===== src/rtl/spq_pkg.sv =====
// Shared types and constants for the sorted priority queue.
// Used by spq_ram's parent and the top level; depends on nothing.
package spq_pkg;

    localparam int DEPTH  = 16;
    localparam int ADDR_W = $clog2(DEPTH);
    localparam int CNT_W  = $clog2(DEPTH + 1);

    localparam logic OP_INSERT = 1'b0;
    localparam logic OP_REMOVE = 1'b1;

    localparam logic [1:0] ST_DONE  = 2'd0;
    localparam logic [1:0] ST_FULL  = 2'd1;
    localparam logic [1:0] ST_EMPTY = 2'd2;

    typedef struct packed {
        logic               op;
        logic signed [15:0] rank;
        logic        [15:0] task_tag;
    } t_in_beat;

    typedef struct packed {
        logic        [1:0]  status;
        logic signed [15:0] out_rank;
        logic        [15:0] out_tag;
        logic        [4:0]  count;
    } t_out_beat;

    typedef struct packed {
        logic signed [15:0] rank;
        logic        [15:0] tag;
    } t_entry;

    localparam int ENTRY_W = $bits(t_entry);

endpackage


===== src/rtl/spq_ram.sv =====
// Generic single-write, single-read RAM with registered read data.
// Standalone; no package needed.
module spq_ram #(
    parameter int WIDTH = 32,
    parameter int DEPTH = 16
) (
    input  logic                     i_clk,
    input  logic                     i_we,
    input  logic [$clog2(DEPTH)-1:0] i_waddr,
    input  logic [WIDTH-1:0]         i_wdata,
    input  logic [$clog2(DEPTH)-1:0] i_raddr,
    output logic [WIDTH-1:0]         o_rdata
);

    logic [WIDTH-1:0] r_mem [DEPTH];
    logic [WIDTH-1:0] r_rdata;

    always_ff @(posedge i_clk) begin
        if (i_we) begin
            r_mem[i_waddr] <= i_wdata;
        end
        r_rdata <= r_mem[i_raddr];
    end

    assign o_rdata = r_rdata;

endmodule


===== src/rtl/sorted_priority_queue_unit.sv =====
// Sorted priority queue: top level with sequencer and result register.
// Depends on spq_pkg and spq_ram.
//
// Usage
//   Input channel (i_in_valid / o_in_stall / i_in_beat) carries one operation
//   per beat: insert a rank and task tag, or remove the lowest-rank entry.
//   Output channel (o_out_valid / i_out_stall / o_out_beat) gives exactly one
//   result beat per operation: status, removed rank and tag (zero unless a
//   remove succeeded), and the count held afterwards. Equal ranks leave in order.
// Sequence
//   Insert walks down from the top entry, moving each larger entry up one
//   place, and stops at the first entry not larger; into an empty queue it
//   writes the head directly. Remove reads the head and moves the others down
//   one place. A refused operation goes straight to the result stage. Every
//   operation then waits in S_DONE to load the result register. The single
//   memory port moves one entry per cycle during the walk or the shift.
//   o_in_stall is high from acceptance until the result is loaded for output.
// Reset: synchronous, active low; the queue empties and the output goes invalid.
//   Memory contents are not cleared; only entries below the count are read.
// Stall: a stalled result holds in the output register; the next operation is
//   still taken and worked, and waits for the register to drain at its end.
module sorted_priority_queue_unit
    import spq_pkg::*;
(
    input  logic      i_clk,
    input  logic      i_rst_n,
    input  logic      i_in_valid,
    output logic      o_in_stall,
    input  t_in_beat  i_in_beat,
    output logic      o_out_valid,
    input  logic      i_out_stall,
    output t_out_beat o_out_beat
);

    typedef enum logic [5:0] {
        S_IDLE  = 6'b000001,
        S_INS   = 6'b000010,
        S_PUT   = 6'b000100,
        S_POP   = 6'b001000,
        S_SHIFT = 6'b010000,
        S_DONE  = 6'b100000
    } t_state;

    t_state             r_state, n_state;
    logic [CNT_W-1:0]   r_fill, n_fill;
    logic [CNT_W-1:0]   r_pos, n_pos;
    logic               r_out_valid, n_out_valid;
    t_entry             r_new, n_new;
    t_out_beat          r_res, n_res;
    t_out_beat          r_out, n_out;

    // memory port
    logic               ram_we;
    logic [ADDR_W-1:0]  ram_waddr;
    t_entry             ram_wdata;
    logic [ADDR_W-1:0]  ram_raddr;
    logic [ENTRY_W-1:0] ram_rdata;
    t_entry             rd;

    logic               in_acc;
    logic               out_take;
    logic [CNT_W-1:0]   pos_m1;
    logic [CNT_W-1:0]   pos_m2;
    logic [CNT_W-1:0]   pos_p1;
    logic [CNT_W-1:0]   fill_m1;
    logic [CNT_W-1:0]   fill_p1;
    logic               rd_greater;

    spq_ram #(
        .WIDTH (ENTRY_W),
        .DEPTH (DEPTH)
    ) u_ram (
        .i_clk   (i_clk),
        .i_we    (ram_we),
        .i_waddr (ram_waddr),
        .i_wdata (ram_wdata),
        .i_raddr (ram_raddr),
        .o_rdata (ram_rdata)
    );

    assign rd         = t_entry'(ram_rdata);
    assign in_acc     = i_in_valid && !o_in_stall;
    assign out_take   = r_out_valid && !i_out_stall;
    assign pos_m1     = r_pos - CNT_W'(1);
    assign pos_m2     = r_pos - CNT_W'(2);
    assign pos_p1     = r_pos + CNT_W'(1);
    assign fill_m1    = r_fill - CNT_W'(1);
    assign fill_p1    = r_fill + CNT_W'(1);
    // the one shared comparator: is the entry just read ranked above the new one
    assign rd_greater = $signed(rd.rank) > $signed(r_new.rank);

    always_comb begin
        n_state     = r_state;
        n_fill      = r_fill;
        n_pos       = r_pos;
        n_new       = r_new;
        n_res       = r_res;
        n_out       = r_out;
        n_out_valid = r_out_valid;
        ram_we      = 1'b0;
        ram_waddr   = r_pos[ADDR_W-1:0];
        ram_wdata   = r_new;
        ram_raddr   = '0;

        // drop a result once taken; a fresh load below overrides this
        if (out_take) begin
            n_out_valid = 1'b0;
        end

        case (r_state)
            S_IDLE: begin
                if (in_acc) begin
                    n_new.rank  = i_in_beat.rank;
                    n_new.tag   = i_in_beat.task_tag;
                    n_res       = '0;
                    n_res.count = 5'(r_fill);
                    if (i_in_beat.op == OP_INSERT) begin
                        if (r_fill == CNT_W'(DEPTH)) begin
                            n_res.status = ST_FULL;
                            n_state      = S_DONE;
                        end else if (r_fill == '0) begin
                            // empty queue: write straight into the head
                            ram_we         = 1'b1;
                            ram_waddr      = '0;
                            ram_wdata.rank = i_in_beat.rank;
                            ram_wdata.tag  = i_in_beat.task_tag;
                            n_fill         = fill_p1;
                            n_res.count    = 5'(fill_p1);
                            n_state        = S_DONE;
                        end else begin
                            ram_raddr = fill_m1[ADDR_W-1:0];
                            n_pos     = r_fill;
                            n_state   = S_INS;
                        end
                    end else begin
                        if (r_fill == '0) begin
                            n_res.status = ST_EMPTY;
                            n_state      = S_DONE;
                        end else begin
                            ram_raddr = '0;
                            n_state   = S_POP;
                        end
                    end
                end
            end
            S_INS: begin
                // entry r_pos-1 is on the read port; r_pos is the free slot
                if (rd_greater) begin
                    ram_we    = 1'b1;
                    ram_wdata = rd;
                    if (r_pos == CNT_W'(1)) begin
                        n_pos   = '0;
                        n_state = S_PUT;
                    end else begin
                        ram_raddr = pos_m2[ADDR_W-1:0];
                        n_pos     = pos_m1;
                    end
                end else begin
                    ram_we      = 1'b1;
                    n_fill      = fill_p1;
                    n_res.count = 5'(fill_p1);
                    n_state     = S_DONE;
                end
            end
            S_PUT: begin
                ram_we      = 1'b1;
                n_fill      = fill_p1;
                n_res.count = 5'(fill_p1);
                n_state     = S_DONE;
            end
            S_POP: begin
                n_res.out_rank = rd.rank;
                n_res.out_tag  = rd.tag;
                if (r_fill == CNT_W'(1)) begin
                    n_fill      = fill_m1;
                    n_res.count = 5'(fill_m1);
                    n_state     = S_DONE;
                end else begin
                    ram_raddr = ADDR_W'(1);
                    n_pos     = CNT_W'(1);
                    n_state   = S_SHIFT;
                end
            end
            S_SHIFT: begin
                // move entry r_pos down one place
                ram_we    = 1'b1;
                ram_waddr = pos_m1[ADDR_W-1:0];
                ram_wdata = rd;
                if (r_pos == fill_m1) begin
                    n_fill      = fill_m1;
                    n_res.count = 5'(fill_m1);
                    n_state     = S_DONE;
                end else begin
                    ram_raddr = pos_p1[ADDR_W-1:0];
                    n_pos     = pos_p1;
                end
            end
            S_DONE: begin
                // hold until the output register is free
                if (!r_out_valid || !i_out_stall) begin
                    n_out       = r_res;
                    n_out_valid = 1'b1;
                    n_state     = S_IDLE;
                end
            end
            default: begin
                n_state = S_IDLE;
            end
        endcase
    end

    always_ff @(posedge i_clk) begin
        if (!i_rst_n) begin
            r_state     <= S_IDLE;
            r_fill      <= '0;
            r_pos       <= '0;
            r_out_valid <= 1'b0;
        end else begin
            r_state     <= n_state;
            r_fill      <= n_fill;
            r_pos       <= n_pos;
            r_out_valid <= n_out_valid;
        end
    end

    always_ff @(posedge i_clk) begin
        r_new <= n_new;
        r_res <= n_res;
        r_out <= n_out;
    end

    assign o_in_stall  = (r_state != S_IDLE);
    assign o_out_valid = r_out_valid;
    assign o_out_beat  = r_out;

    // the count never leaves its range
    a_fill_range: assert property (@(posedge i_clk) disable iff (!i_rst_n)
        r_fill <= CNT_W'(DEPTH))
        else $error("fill count above depth");

    // the count moves by one at most, per operation
    a_fill_step: assert property (@(posedge i_clk) disable iff (!i_rst_n)
        !$stable(r_fill) |->
            ((CNT_W+1)'(r_fill) == (CNT_W+1)'($past(r_fill)) + (CNT_W+1)'(1)) ||
            ((CNT_W+1)'(r_fill) + (CNT_W+1)'(1) == (CNT_W+1)'($past(r_fill))))
        else $error("fill count jumped");

    // the insert walk stays inside the held entries
    a_walk_bound: assert property (@(posedge i_clk) disable iff (!i_rst_n)
        (r_state == S_INS) |-> (r_pos != '0) && (r_pos <= r_fill))
        else $error("insert walk out of range");

    // a refusal reports the count that caused it
    a_refuse_count: assert property (@(posedge i_clk) disable iff (!i_rst_n)
        o_out_valid |->
            ((o_out_beat.status != ST_FULL) || (o_out_beat.count == 5'(DEPTH))) &&
            ((o_out_beat.status != ST_EMPTY) || (o_out_beat.count == 5'd0)))
        else $error("refusal with wrong count");

endmodule

===== config.mk =====
export PLATFORM = sky130hd
export DESIGN_NAME = sorted_priority_queue_unit
export DESIGN_NICKNAME = d
export VERILOG_FILES = /design/src/rtl/spq_pkg.sv /design/src/rtl/spq_ram.sv /design/src/rtl/sorted_priority_queue_unit.sv
export SDC_FILE = /design/constraint.sdc
export NUM_CORES = 1
export LEC_CHECK = 0
export ABC_AREA = 1
export ABC_CLOCK_PERIOD_IN_PS = 11000
export BUFFER_PORTS_ARGS = -buffer_cell sky130_fd_sc_hd__clkbuf_2
export CAP_MARGIN = 10
export CELL_PAD_IN_SITES_DETAIL_PLACEMENT = 0
export CELL_PAD_IN_SITES_GLOBAL_PLACEMENT = 2
export CORE_MARGIN = 1
export CORE_UTILIZATION = 45
export CTS_CLUSTER_DIAMETER = 40
export DETAILED_ROUTE_END_ITERATION = 8
export HOLD_SLACK_MARGIN = 0.06
export PLACE_DENSITY_LB_ADDON = 0.1
export SYNTH_ARGS = -nofsm -noshare
export SYNTH_HDL_FRONTEND = slang
export SYNTH_SLANG_ARGS = --single-unit

===== constraint.sdc =====
create_clock -name i_clk -period 11 [get_ports i_clk]
set_input_delay 2.2 -clock i_clk [delete_from_list [all_inputs] [get_ports i_clk]]
set_output_delay 2.2 -clock i_clk [all_outputs]
set_load 0.01 [all_outputs]

[After elaboration in Yosys (flattened, before gate mapping)]
Memory sizes are Yosys's and may differ from the RTL's. A register that Yosys moved wholly into a read port is not among the register bits.
Cells that the tools add are included.
Cells by class
  add/subtract/negate cells: 5
  order comparisons: 1
  equal/unequal tests: 23
  multiplexer cells: 64
  reductions and logical operators: 17
Operator list (number)
  two-way mux 32 bit: 5
  one-hot mux 32 bit (3 select lines): 1
  two-way mux 5 bit: 15
  one-hot mux 32 bit (2 select lines): 1
  two-way mux 6 bit: 10
  one-hot mux 5 bit (5 select lines): 2
  two-way mux 4 bit: 11
  two-way mux 37 bit: 1
  one-hot mux 6 bit (6 select lines): 1
  inequality test 2 bit (second input constant): 11
  one-hot mux 5 bit (4 select lines): 1
  > comparator 16 bit: 1
  one-hot mux 4 bit (4 select lines): 1
  two-way mux 1 bit: 11
  adder 5 x 1 -> 5 bit (second input constant): 2
  == test 5 x 1 -> 1 bit (second input constant): 2
  subtractor 5 x 1 -> 5 bit (second input constant): 2
  one-hot mux 4 bit (2 select lines): 1
  AND reduction 8 bit: 1
  == test 6 x 1 -> 1 bit (second input constant): 1
  == test 6 x 2 -> 1 bit (second input constant): 1
  == test 6 x 3 -> 1 bit (second input constant): 1
  == test 6 x 4 -> 1 bit (second input constant): 1
  == test 6 x 5 -> 1 bit (second input constant): 1
  19 further kinds: 25
Storage, ports and cells
  flip-flop bits (word level): 127
  bits in writable memories: 512
  output and inout port bits: 41
  logic and storage cells: 125
  memories: 1
Memories
  u_ram.r_mem: depth 16, bits a word 32, read ports 1, clocked after memory_dff 1, write ports 1, RTL line spq_ram.sv:15  | logic [WIDTH-1:0] r_mem [DEPTH];

[Depth between registers and ports, before layout]
Gate-level depths: netlist (run 1).
  depth after elaboration: 8
  gate-level depth with buffers: 22

[Modules after synthesis]
A second synthesis (run 1) with hierarchy kept.
Unflattened totals
  cell total of the unflattened synthesis: 2875
  area, all modules: 29465.8 um^2
Modules (own cells, without submodules)
  spq_ram: times used 1, cells each 2120, area an instance 22730.6 um^2, seq. area each 16015.4 um^2
  sorted_priority_queue_unit: times used 1, cells each 755, area an instance 6735.2 um^2, seq. area each 3643.5 um^2

[Worst setup path after synthesis (run 1)]
Ideal clock, no wire load.
  kind: input-to-reg
  start point: in i_in_valid
  end point: mem u_ram.r_mem[0][0] (enable)
  library setup time: 0.421 ns
  arrival time: 6.230 ns
  data required time: 10.579 ns
  setup slack: 4.349 ns
  stages on the path: 10
  buffers on the path: 0
  cells stage by stage: inv_1 -> nor2_1 -> inv_1 -> nor2_1 -> o21ai_0 -> inv_1 -> o22ai_1 -> nor2_1 -> nand2_1 -> nor2_1
Between the ends
  word-level cells in the longest chain between the ends: 5
Ends and longest elaborated chain
  start, declared: RTL line sorted_priority_queue_unit.sv:27  | input logic i_in_valid,
  logical AND 1 bit (*): RTL line sorted_priority_queue_unit.sv:82  | assign in_acc = i_in_valid && !o_in_stall;
  two-way mux 1 bit: RTL line sorted_priority_queue_unit.sv:112  | if (in_acc) begin
  one-hot mux 1 bit (2 select lines): RTL line sorted_priority_queue_unit.sv:110  | case (r_state)
  two-way mux 1 bit: RTL line spq_ram.sv:19  | if (i_we) begin
  two-way mux 1 bit (implied by the code): RTL line spq_ram.sv:20  | r_mem[i_waddr] <= i_wdata;
  end, declared: RTL line spq_ram.sv:15
Mark *: on every way between the ends. The rest lies on a longest branch, timed or not.

==> impl_results.md, run 1 <==
* Clock power share at 35.7%
* Upper clock frequency limit at 179 MHz
* Die Width at 256 um
* Max-cap violations at 0
* Routed vias at 20.0k
* Post-Syn Nets at 2796
* Number of placed instances, taps included at 3564
* Number of nets at the end of the flow at 2892
* Cts bufs inserted at 106
* Power Density at 283 mW/mm^2
* Ratio of cells with drive above 1 in the final layout at 12.5%
* CTS Hold Buffers Added at 0
* Filler instances at 5540
* Maximum clock path buffer count at 3
* Library cell occupying the most area in the post-synthesis netlist: sky130_fd_sc_hd__edfxtp_1
* Number of top-level pins at 78
* Maximum ir drop on the vdd rail at 0.000144 V
* Predominant post-synthesis flop cell: sky130_fd_sc_hd__edfxtp_1
* Internal power summed over all cells at 6.41 mW
* Switching portion of total power at 33.8%
* Post-route insts no fill at 3769
* Via-per-instance ratio at 5.30
* Last weighted congestion value of the routability-driven placer at 0.815
* Setup TNS at 0 ns
* Clock tree from TritonCTS: yes
* Switch Pwr at 3.28 mW
* Synth top area cells: sky130_fd_sc_hd__edfxtp_1 64%, sky130_fd_sc_hd__nand3_1 9.3%, sky130_fd_sc_hd__nand2_1 8.5%
* Critical path data required time at 11.19 ns
* Full die area at 0.0655 sq mm
* Share of synthesized registers carrying an async set or reset at 0%
* Sum of routed wire length over all layers at 82900 um
* Final global-route overflow total at 0
* Number of rows in the core area at 92
* Yosys warning total at 0
* CP Capture Type: flop
* RSZ-0062 raised after global routing: no
* Master cell of the clock root buffer: sky130_fd_sc_hd__clkbuf_16
* Overall Power at 9.69 mW
* Critical-path cell with the highest stage delay: sky130_fd_sc_hd__a21oi_2
* Ordered list of cells on the worst path: clkbuf_2, inv_1, nor2_4, buf_4, inv_1, nor2_2, buf_4, inv_1, a21oi_2, o211ai_1
* Layout overhead on the synthesized area at 17.9%
* Post-synthesis sequential area ratio at 67.8%
* Clock transition time at the flip-flop clock pins of the worst setup and hold paths at 0.05 ns
* Power share of the combinational group at 25.5%
* Rel. slew slack at 12.7%
* Critical Path Fanout Max at 37
* Worst Path Arrival at 5.79 ns
* Classification of the worst-slack hold path: flop to flop
* Average instance area after synthesis at 10.6 sq um
* Number of remaining DRC errors at 0
* WS Path Type: input port to flop
* Synth Instances at 2733
* Number of global-route vias before repair at 19.0k
* Clock latency of the later-clocked register in the worst-skew pair at 0.67 ns
* Global routing usage summed across all routing layers at 25.2%
* Unique masters post-synth at 35
* Initial Utilization at 45.7%
* Startpoint type of the worst setup path: input port
* Antenna-violating nets left at 0
* Largest incremental delay on the critical path at 1.00 ns
* Final Hold Viols at 0
* Leak pwr at 13.9 nW
* Status: completed
* Post-layout worst setup margin at 5.40 ns
* Count of buffers added by post-CTS timing repair for setup at 0
* Worst Skew at 0.0230 ns
* Fin crit share at 50.9%
* Worst setup slack after placement at 4.80 ns
* Proportion of power drawn by flip-flops and latches at 38.7%
* Setup violators final at 0
* Router iterations before antenna repair at 5
* Mapped Area at 0.0290 sq mm
* Post-cts repair resize count at 0
* WL/cell at 22.0 um
* Area of the placeable core at 0.0634 sq mm
* Number of pins exceeding their max-slew limit in the final report at 0
* TritonCTS sink count at 671
* Number of flops mapped to enable cells by yosys at 622
* Detailed-placement wirelength estimate at 44800 um
* H-Tree Depth at 3
* Global-route wire length before repair at 123000 um
* Time the final worst path needs with I/O delays and setup at 5.60 ns
* Largest net degree at the start of global routing at 91
* Cell repeated most along the worst path: sky130_fd_sc_hd__inv_1
* Yosys reg bits at 671
* Drt first-iter violations at 1841
* Top-area cell type share of the netlist area at 64.4%
* Pin slew with the least headroom to its limit at 1.31 ns
* Die height at 256 um
* Worst hold margin at 0.412 ns
* Most common library cells after synthesis: 660 x sky130_fd_sc_hd__nand2_1, 622 x sky130_fd_sc_hd__edfxtp_1, 537 x sky130_fd_sc_hd__nand3_1, 374 x sky130_fd_sc_hd__inv_1, 100 x sky130_fd_sc_hd__nor2_1
* Antenna violations before repair at 3
* I/O Buffers at 77
* Cell with the most instances after synthesis: sky130_fd_sc_hd__nand2_1
-- critical path: cells and delay by family --
family	cells	cell delay, ns
AOI/OAI and AO/OA	2	1.66
buffers and inverters	6	1.65
and+or+nand+nor	2	0.23
-- final cells by class --
| type | instances | area (sq um) | area share, % |
|---|---|---|---|
| multi-input combinational | 1532 | 7450 | 21.8 |
| antenna | 1 | 2.50 | 0.00732 |
| inverter | 382 | 1440 | 4.21 |
| tap | 846 | 1060 | 3.10 |
| clock buffer | 120 | 2800 | 8.19 |
| sequential | 671 | 19700 | 57.5 |
| timing repair buffer | 136 | 838 | 2.45 |
| clock inverter | 81 | 951 | 2.78 |
-- cells in the final DEF, fill, tap and decap left out, types with 3 or more instances in the layout --
| cell | count |
|---|---|
| sky130_fd_sc_hd__bufinv_16 | 14 |
| sky130_fd_sc_hd__nand2_1 | 656 |
| sky130_fd_sc_hd__a31oi_1 | 3 |
| sky130_fd_sc_hd__clkbuf_8 | 4 |
| sky130_fd_sc_hd__inv_6 | 19 |
| sky130_fd_sc_hd__nor2_4 | 17 |
| sky130_fd_sc_hd__nor2_1 | 82 |
| sky130_fd_sc_hd__ha_1 | 26 |
| sky130_fd_sc_hd__buf_4 | 57 |
| sky130_fd_sc_hd__o221ai_1 | 7 |
| sky130_fd_sc_hd__clkinv_4 | 10 |
| sky130_fd_sc_hd__clkbuf_2 | 77 |
| sky130_fd_sc_hd__inv_2 | 8 |
| sky130_fd_sc_hd__inv_1 | 373 |
| sky130_fd_sc_hd__dfxtp_1 | 49 |
| sky130_fd_sc_hd__a21oi_1 | 31 |
| sky130_fd_sc_hd__o211ai_1 | 29 |
| sky130_fd_sc_hd__nand3_1 | 537 |
| sky130_fd_sc_hd__edfxtp_1 | 622 |
| sky130_fd_sc_hd__xor2_1 | 8 |
| sky130_fd_sc_hd__o22ai_1 | 10 |
| sky130_fd_sc_hd__clkbuf_16 | 109 |
| sky130_fd_sc_hd__nand3b_1 | 64 |
| sky130_fd_sc_hd__nand4_1 | 8 |
| sky130_fd_sc_hd__clkinvlp_4 | 15 |
| sky130_fd_sc_hd__clkbuf_1 | 8 |
| sky130_fd_sc_hd__o21ai_0 | 30 |
| sky130_fd_sc_hd__clkinv_1 | 3 |
| sky130_fd_sc_hd__inv_8 | 3 |
| sky130_fd_sc_hd__clkinv_2 | 15 |
-- cell families (layout without fill, tap and decap cells) --
family          Yosys count  after routing  share of synthesized area, %
fa+ha+maj                26             26                          1.12
buf+inv                 530            719                          7.15
flops                   671            671                          67.8
compound gates          120            120                          2.57
xor+xnor                  9              9                         0.272
other cells               0              1                             0
simple gates           1377           1377                          21.1
-- power groups by stage --
stage / logic (mW) / registers [mW] / clock network (mW)
6_report: 2.48 / 3.76 / 3.46
5_1_grt: 2.74 / 3.77 / 3.61
4_1_cts: 2.46 / 3.75 / 3.51
3_5_place_dp: 2.44 / 3.80 / 0
3_3_place_gp: 2.40 / 3.80 / 0
2_1_floorplan: 1.50 / 3.73 / 0
-- flip-flops by register name, summed over array words and instances, names as in the netlist --
| signal | count |
|---|---|
| o_out_beat | 39 |
| r_new | 32 |
| r_fill | 5 |
| u_ram.r_mem | 512 |
| r_pos | 5 |
| o_out_valid | 1 |
| r_state | 6 |
| r_res | 39 |
| u_ram.o_rdata | 32 |
-- worst paths after layout --
kind | start | end | slack, ns | cells after the start
setup / recovery | i_in_valid | u_ram.r_mem[5][10] | 5.40 | 10
setup reg to reg | r_new[31] | u_ram.r_mem[13][12] | 5.95 | 16
hold / removal | r_res[22] | o_out_beat[22] | 0.41 | 0
hold reg to reg | r_res[22] | o_out_beat[22] | 0.41 | 0
-- layer usage --
layer  wire, um  global-route usage [%]  vias to the layer above
met1      37800                    37.1                     9692
met3       5780                    4.41                      132
met5          0                       0                        -
li1           -                       -                     9463
met2      37600                    38.6                      680
met4       1720                    6.89                        0
-- per-stage QoR --
step | utilization [%] | instance area (sq um)
final | 53.9 | 34200
after global routing | 53.9 | 34200
after CTS | 53.9 | 34200
after detailed placement | 48.0 | 30400
after global placement | 47.9 | 30400
after floorplan | - | 29000
(Power assumes the default switching activity.)
==> inputs of run 2 (changes only) <==
ABC_CLOCK_PERIOD_IN_PS = 5500   (was 11000)
CORE_UTILIZATION = 42   (was 45)
clock period = 5.5 ns   (was 11 ns; I/O delays follow)
==> run 2 against run 1 <==
Register-to-register slack got worse by 4.8 ns. Largest cell class unchanged. Cell area increased by 0.98%. Global-route usage decreased by 0.85 points. Critical path type is now flop to flop. Combinational power grew 110%. Hold slack better by 0.00081 ns. Routed wire length increased by 2.3%. Die area grew 7.1%. Critical path depth rose by 6. Count of clock-buffer cells in the layout did not move. Non-clock buffer count rose by 17. First-iteration DRC count up 9.1%. Clock skew rose by 0.0086 ns.
==> impl_results.md, run 2 (synthesis gave the netlist of run 1 again) <==
* Status: completed
* Final Hold Viols at 0
* Clock latency of the later-clocked register in the worst-skew pair at 0.66 ns
* Critical Path Fanout Max at 21
* Routed vias at 20.2k
* Maximum ir drop on the vdd rail at 0.000374 V
* WS Path Type: flop to flop
* Final core occ at 51.0%
* Max-cap violations at 0
* Via-per-instance ratio at 5.29
* Power share of the combinational group at 26.5%
* Maximum clock path buffer count at 3
* Router iterations before antenna repair at 6
* Setup violators final at 0
* Overall Power at 19.7 mW
* Number of remaining DRC errors at 0
* Rel. slew slack at 18.1%
* Post-cts repair resize count at 0
* Register with the most flip-flops: u_ram.r_mem
* H-Tree Depth at 3
* Switch Pwr at 6.73 mW
* Die Width at 265 um
* Number of placed instances, taps included at 3611
* Antenna violations before repair at 3
* I/O Buffers at 77
* Worst Skew at 0.0315 ns
* Cts bufs inserted at 109
* Largest net degree at the start of global routing at 167
* Global-route wire length before repair at 127000 um
* Pin slew with the least headroom to its limit at 1.22 ns
* Startpoint type of the worst setup path: flop
* Number of nets at the end of the flow at 2912
* Clock power share at 35.6%
* Last weighted congestion value of the routability-driven placer at 0.818
* Area of the placeable core at 0.0678 sq mm
* Number of top-level pins at 78
* Initial Utilization at 42.8%
* Total cell area at the placement stage at 0.0307 sq mm
* TritonCTS sink count at 671
* R2r setup slk at 1.11 ns
* Critical path data required time at 5.76 ns
* Global routing usage summed across all routing layers at 24.4%
* Worst setup slack after placement at 1.11 ns
* Post-layout worst setup margin at 1.11 ns
* Post-route cell area at 0.0345 sq mm
* Most used cells in the layout excluding fill and tap cells: 656 x sky130_fd_sc_hd__nand2_1, 622 x sky130_fd_sc_hd__edfxtp_1, 537 x sky130_fd_sc_hd__nand3_1
* Final global-route overflow total at 0
* Setup TNS at 0 ns
* Fin crit share at 79.8%
* Max reg flops at 512
* Upper clock frequency limit at 228 MHz
* Clock tree from TritonCTS: yes
* CTS Hold Buffers Added at 0
* Number of pins exceeding their max-slew limit in the final report at 0
* Master cell of the clock root buffer: sky130_fd_sc_hd__clkbuf_16
* RSZ-0062 raised after global routing: no
* Clock transition time at the flip-flop clock pins of the worst setup and hold paths at 0.06 ns
* Detailed-placement wirelength estimate at 46300 um
* Internal power summed over all cells at 12.9 mW
* Filler instances at 6025
* Ratio of cells with drive above 1 in the final layout at 12.8%
* Proportion of power drawn by flip-flops and latches at 37.9%
* Count of buffers added by post-CTS timing repair for setup at 0
* Worst Path Arrival at 4.65 ns
* Layout overhead on the synthesized area at 19.0%
* Antenna-violating nets left at 0
* Sum of routed wire length over all layers at 84800 um
* Time the final worst path needs with I/O delays and setup at 4.39 ns
* Number of rows in the core area at 95
* Switching portion of total power at 34.2%
* Leak pwr at 14.1 nW
* Drt first-iter violations at 2008
* Worst hold margin at 0.412 ns
* Most common cell after layout, fill and taps aside: sky130_fd_sc_hd__nand2_1
* Die height at 265 um
* Classification of the worst-slack hold path: flop to flop
* Power Density at 570 mW/mm^2
* Full die area at 0.0701 sq mm
* CP Capture Type: flop
* WL/cell at 22.2 um
* Post-route insts no fill at 3816
* Number of global-route vias before repair at 19.6k
[run 2: changes by cell type in the layout (fill, tap and decap cells not counted), sizes merged]
| cell | before | now |
|---|---|---|
| buf | 58 | 76 |
| clkbuf | 198 | 197 |
| clkinv | 30 | 40 |
| clkinvlp | 15 | 3 |
| inv | 404 | 409 |
[run 2: power groups by stage]
stage	Sequential (mW)	Clock [mW]	Combinational [mW]
global placement	7.53	0	5.18
CTS	7.44	7.12	5.24
detailed placement	7.54	0	5.21
finish	7.45	7.01	5.22
floorplan	7.46	0	3.00
global route	7.48	7.35	5.78
[run 2: metal layers]
layer	GRT usage [%]	vias to the layer above	part of all wire, %	routed length [um]
met5	0	-	0	0
met4	6.69	0	1.8	1500
met3	3.76	117	6.1	5200
met2	38.4	630	46	39100
met1	35.1	9920	46	39000
li1	-	9503	-	-
[run 2: critical path, stage by stage (launching register included)]
cell and delay, ns:
sky130_fd_sc_hd__edfxtp_1 0.32, sky130_fd_sc_hd__inv_1 0.05, sky130_fd_sc_hd__ha_1 0.35, sky130_fd_sc_hd__nand2_1 0.09, sky130_fd_sc_hd__inv_1 0.06, sky130_fd_sc_hd__nand3_1 0.07, sky130_fd_sc_hd__nor2_1 0.17, sky130_fd_sc_hd__nand2_1 0.12
sky130_fd_sc_hd__nand2_1 0.09, sky130_fd_sc_hd__nand2_1 0.05, sky130_fd_sc_hd__nand2_1 0.08, sky130_fd_sc_hd__nand2_1 0.07, sky130_fd_sc_hd__nor2_1 0.26, sky130_fd_sc_hd__inv_1 0.10, sky130_fd_sc_hd__nand2_1 0.43, sky130_fd_sc_hd__inv_1 0.55
sky130_fd_sc_hd__o211ai_1 1.13
[run 2: worst paths after layout]
| path | start | endpoint | cells past startpoint |
|---|---|---|---|
| setup / recovery | r_new[31] | u_ram.r_mem[14][0] | 16 |
| hold / removal | r_res[18] | o_out_beat[18] | 0 |
| setup reg to reg | r_new[31] | u_ram.r_mem[14][0] | 16 |
| hold reg to reg | r_res[18] | o_out_beat[18] | 0 |
[run 2: area by class of cell]
| type | count | area, sq um | share of cell area, % |
|---|---|---|---|
| multi-input combinational | 1532 | 7440 | 21.5 |
| clock buffer | 120 | 2810 | 8.14 |
| tap | 873 | 1090 | 3.16 |
| sequential | 671 | 19700 | 56.9 |
| timing repair buffer | 153 | 1110 | 3.20 |
| antenna | 1 | 2.50 | 0.00725 |
| clock inverter | 84 | 983 | 2.85 |
| inverter | 382 | 1440 | 4.17 |
==> inputs of run 3 (changes only) <==
ABC_CLOCK_PERIOD_IN_PS = 4200   (was 5500)
clock period = 4.2 ns   (was 5.5 ns; I/O delays follow)
==> run 3 against run 2 <==
Sequential power rose by 31%. Sequential cell count did not move. Via count fell by 0.12%. Core utilization rose by 0.30 points. Cell area rose by 0.60%. Critical path depth fell by 2. Die area did not move. Sequential share of layout area fell by 0.34 points. Register-to-register slack got worse by 0.48 ns. Routed wire length fell by 1.1%. Clock skew fell by 0.0025 ns. Critical path type unchanged. Largest cell class unchanged.
==> impl_results.md, run 3 (synthesis gave the netlist of run 1 again) <==
* Antenna-violating nets left at 0
* H-Tree Depth at 3
* Worst Path Arrival at 3.92 ns
* Upper clock frequency limit at 280 MHz
* Die height at 265 um
* Number of rows in the core area at 95
* Critical path data required time at 4.55 ns
* Footprint of the flip-flops and latches at 0.0197 sq mm
* Fin crit share at 85.0%
* Most used cells in the layout excluding fill and tap cells: 656 x sky130_fd_sc_hd__nand2_1, 622 x sky130_fd_sc_hd__edfxtp_1, 537 x sky130_fd_sc_hd__nand3_1
* Clock tree from TritonCTS: yes
* Critical-path cell with the highest stage delay: sky130_fd_sc_hd__nor2_4
* Number of pins exceeding their max-slew limit in the final report at 0
* WL/cell at 21.8 um
* CTS Hold Buffers Added at 0
* CP Capture Type: flop
* Rel. slew slack at 23.6%
* GRT met3 Usage at 3.75%
* Maximum clock path buffer count at 3
* Area used by multi-input combinational logic at 0.00744 sq mm
* Number of top-level pins at 78
* Global-route wire length before repair at 126000 um
* Worst setup slack after placement at 0.523 ns
* Power Density at 739 mW/mm^2
* Clock transition time at the flip-flop clock pins of the worst setup and hold paths at 0.06 ns
* Full die area at 0.0701 sq mm
* Internal power summed over all cells at 16.8 mW
* Ordered list of cells on the worst path: inv_1, ha_1, nand2_1, inv_2, nand2_1, nor2_1, inv_1, nor2_2, o21ai_0, inv_1, o22ai_1, nand3_1, nor2_4, buf_4
* Via-per-instance ratio at 5.23
* Largest net degree at the start of global routing at 139
* Worst hold margin at 0.389 ns
* RSZ-0062 raised after global routing: no
* Area of the placeable core at 0.0678 sq mm
* Pin slew with the least headroom to its limit at 1.15 ns
* Post-cts repair resize count at 0
* Switching portion of total power at 34.6%
* Global routing usage summed across all routing layers at 24.1%
* Number of global-route vias before repair at 19.6k
* Setup violators final at 0
* Maximum ir drop on the vdd rail at 0.000402 V
* Antenna violations before repair at 7
* Register with the most flip-flops: u_ram.r_mem
* Master cell of the clock root buffer: sky130_fd_sc_hd__clkbuf_16
* Cell repeated most along the worst path: sky130_fd_sc_hd__inv_1
* Most common cell after layout, fill and taps aside: sky130_fd_sc_hd__nand2_1
* Power share of the combinational group at 26.9%
* Number of remaining DRC errors at 0
* Status: completed
* Router iterations before antenna repair at 5
* Final global-route overflow total at 0
* I/O Buffers at 77
* Largest incremental delay on the critical path at 0.83 ns
* Max reg flops at 512
* Total cell area at the placement stage at 0.0310 sq mm
* Final core occ at 51.3%
* Clock latency of the later-clocked register in the worst-skew pair at 0.65 ns
* Time the final worst path needs with I/O delays and setup at 3.57 ns
* Max-cap violations at 0
* Startpoint type of the worst setup path: flop
* Layout overhead on the synthesized area at 19.7%
* Classification of the worst-slack hold path: input port to flop
* Count of buffers added by post-CTS timing repair for setup at 0
* Last weighted congestion value of the routability-driven placer at 0.827
* Critical Path Fanout Max at 24
* Routed vias at 20.1k
* Gr busiest metal: met2
* Die Width at 265 um
* Post-route cell area at 0.0347 sq mm
* WS Path Type: flop to flop
* Number of nets at the end of the flow at 2943
* Worst Skew at 0.0290 ns
* Buffers plus inverters on the worst setup path at 5
* Detailed-placement wirelength estimate at 47600 um
* Proportion of power drawn by flip-flops and latches at 38.1%
* Cts bufs inserted at 109
* Cell type group with the largest total delay on the critical path: simple AND/OR/NAND/NOR gates
* Ratio of cells with drive above 1 in the final layout at 14.0%
* Switch Pwr at 8.90 mW
* Initial Utilization at 42.8%
* GRT met1 Usage at 34.8%
* Global routing met2 resource utilization at 38.1%
* Sum of routed wire length over all layers at 83900 um
* Filler instances at 6013
* Final Hold Viols at 0
* Clock power share at 35.0%
* TritonCTS sink count at 671
* Leak pwr at 14.2 nW
* Post-layout worst setup margin at 0.629 ns
* Drt first-iter violations at 1690
## run 3: cell types whose count changed in the layout (fill, tap and decap cells not counted), moves of 2 or more
cell,delta
sky130_fd_sc_hd__buf_12,+2
sky130_fd_sc_hd__buf_4,+29
sky130_fd_sc_hd__bufinv_16,-5
sky130_fd_sc_hd__clkbuf_1,-3
sky130_fd_sc_hd__clkinv_1,-4
sky130_fd_sc_hd__clkinv_2,-5
sky130_fd_sc_hd__clkinv_8,-2
sky130_fd_sc_hd__clkinvlp_4,+13
sky130_fd_sc_hd__inv_6,+4
## run 3: stage by stage
stage / setup TNS [ns] / power (mW) / std cells
2_1_floorplan: -155.33 / 13.7 / 2733
3_3_place_gp: 0 / 16.7 / 3641
3_5_place_dp: 0 / 16.8 / 3642
4_1_cts: 0 / 25.9 / 3847
5_1_grt: 0 / 26.9 / 3847
6_report: 0 / 25.7 / 3849
## run 3: layer usage
layer	routed length, um	up-vias
met1	38900	9871
met2	38700	603
li1	-	9583
met3	5090	87
met5	13	-
met4	1220	2
## run 3: power groups by stage
stage	Sequential [mW]	Combinational, mW	Clock (mW)
floorplan	9.76	3.93	0
global placement	9.89	6.86	0
detailed placement	9.89	6.93	0
CTS	9.76	6.97	9.15
global route	9.82	7.67	9.45
finish	9.78	6.92	8.99
## run 3: worst reg2reg max path: cells and delay by family, from the launching register on
family	cells	cell delay, ns
DFF	1	0.35
adders and majority gates	1	0.21
and+or+nand+nor	6	1.40
AOI/OAI and AO/OA	2	0.59
buffers and inverters	5	0.72
## run 3: final timing paths
check	from	endpoint	slack (ns)	depth (start not counted)
max	r_fill[1]	u_ram.r_mem[2][3]	0.63	14
min	i_in_beat[11]	r_new[11]	0.39	1
max reg2reg	r_fill[1]	u_ram.r_mem[2][3]	0.63	14
min reg2reg	r_res[24]	o_out_beat[24]	0.39	0
## run 3: layout make-up
type / instances / area share, %
flip-flops and latches: 671 / 56.6
multi-input cells: 1532 / 21.4
clock buffers: 118 / 8.10
inverters: 382 / 4.13
repair buffers: 184 / 3.93
well taps: 873 / 3.14
clock inverters: 87 / 2.68
diodes: 2 / 0.0144
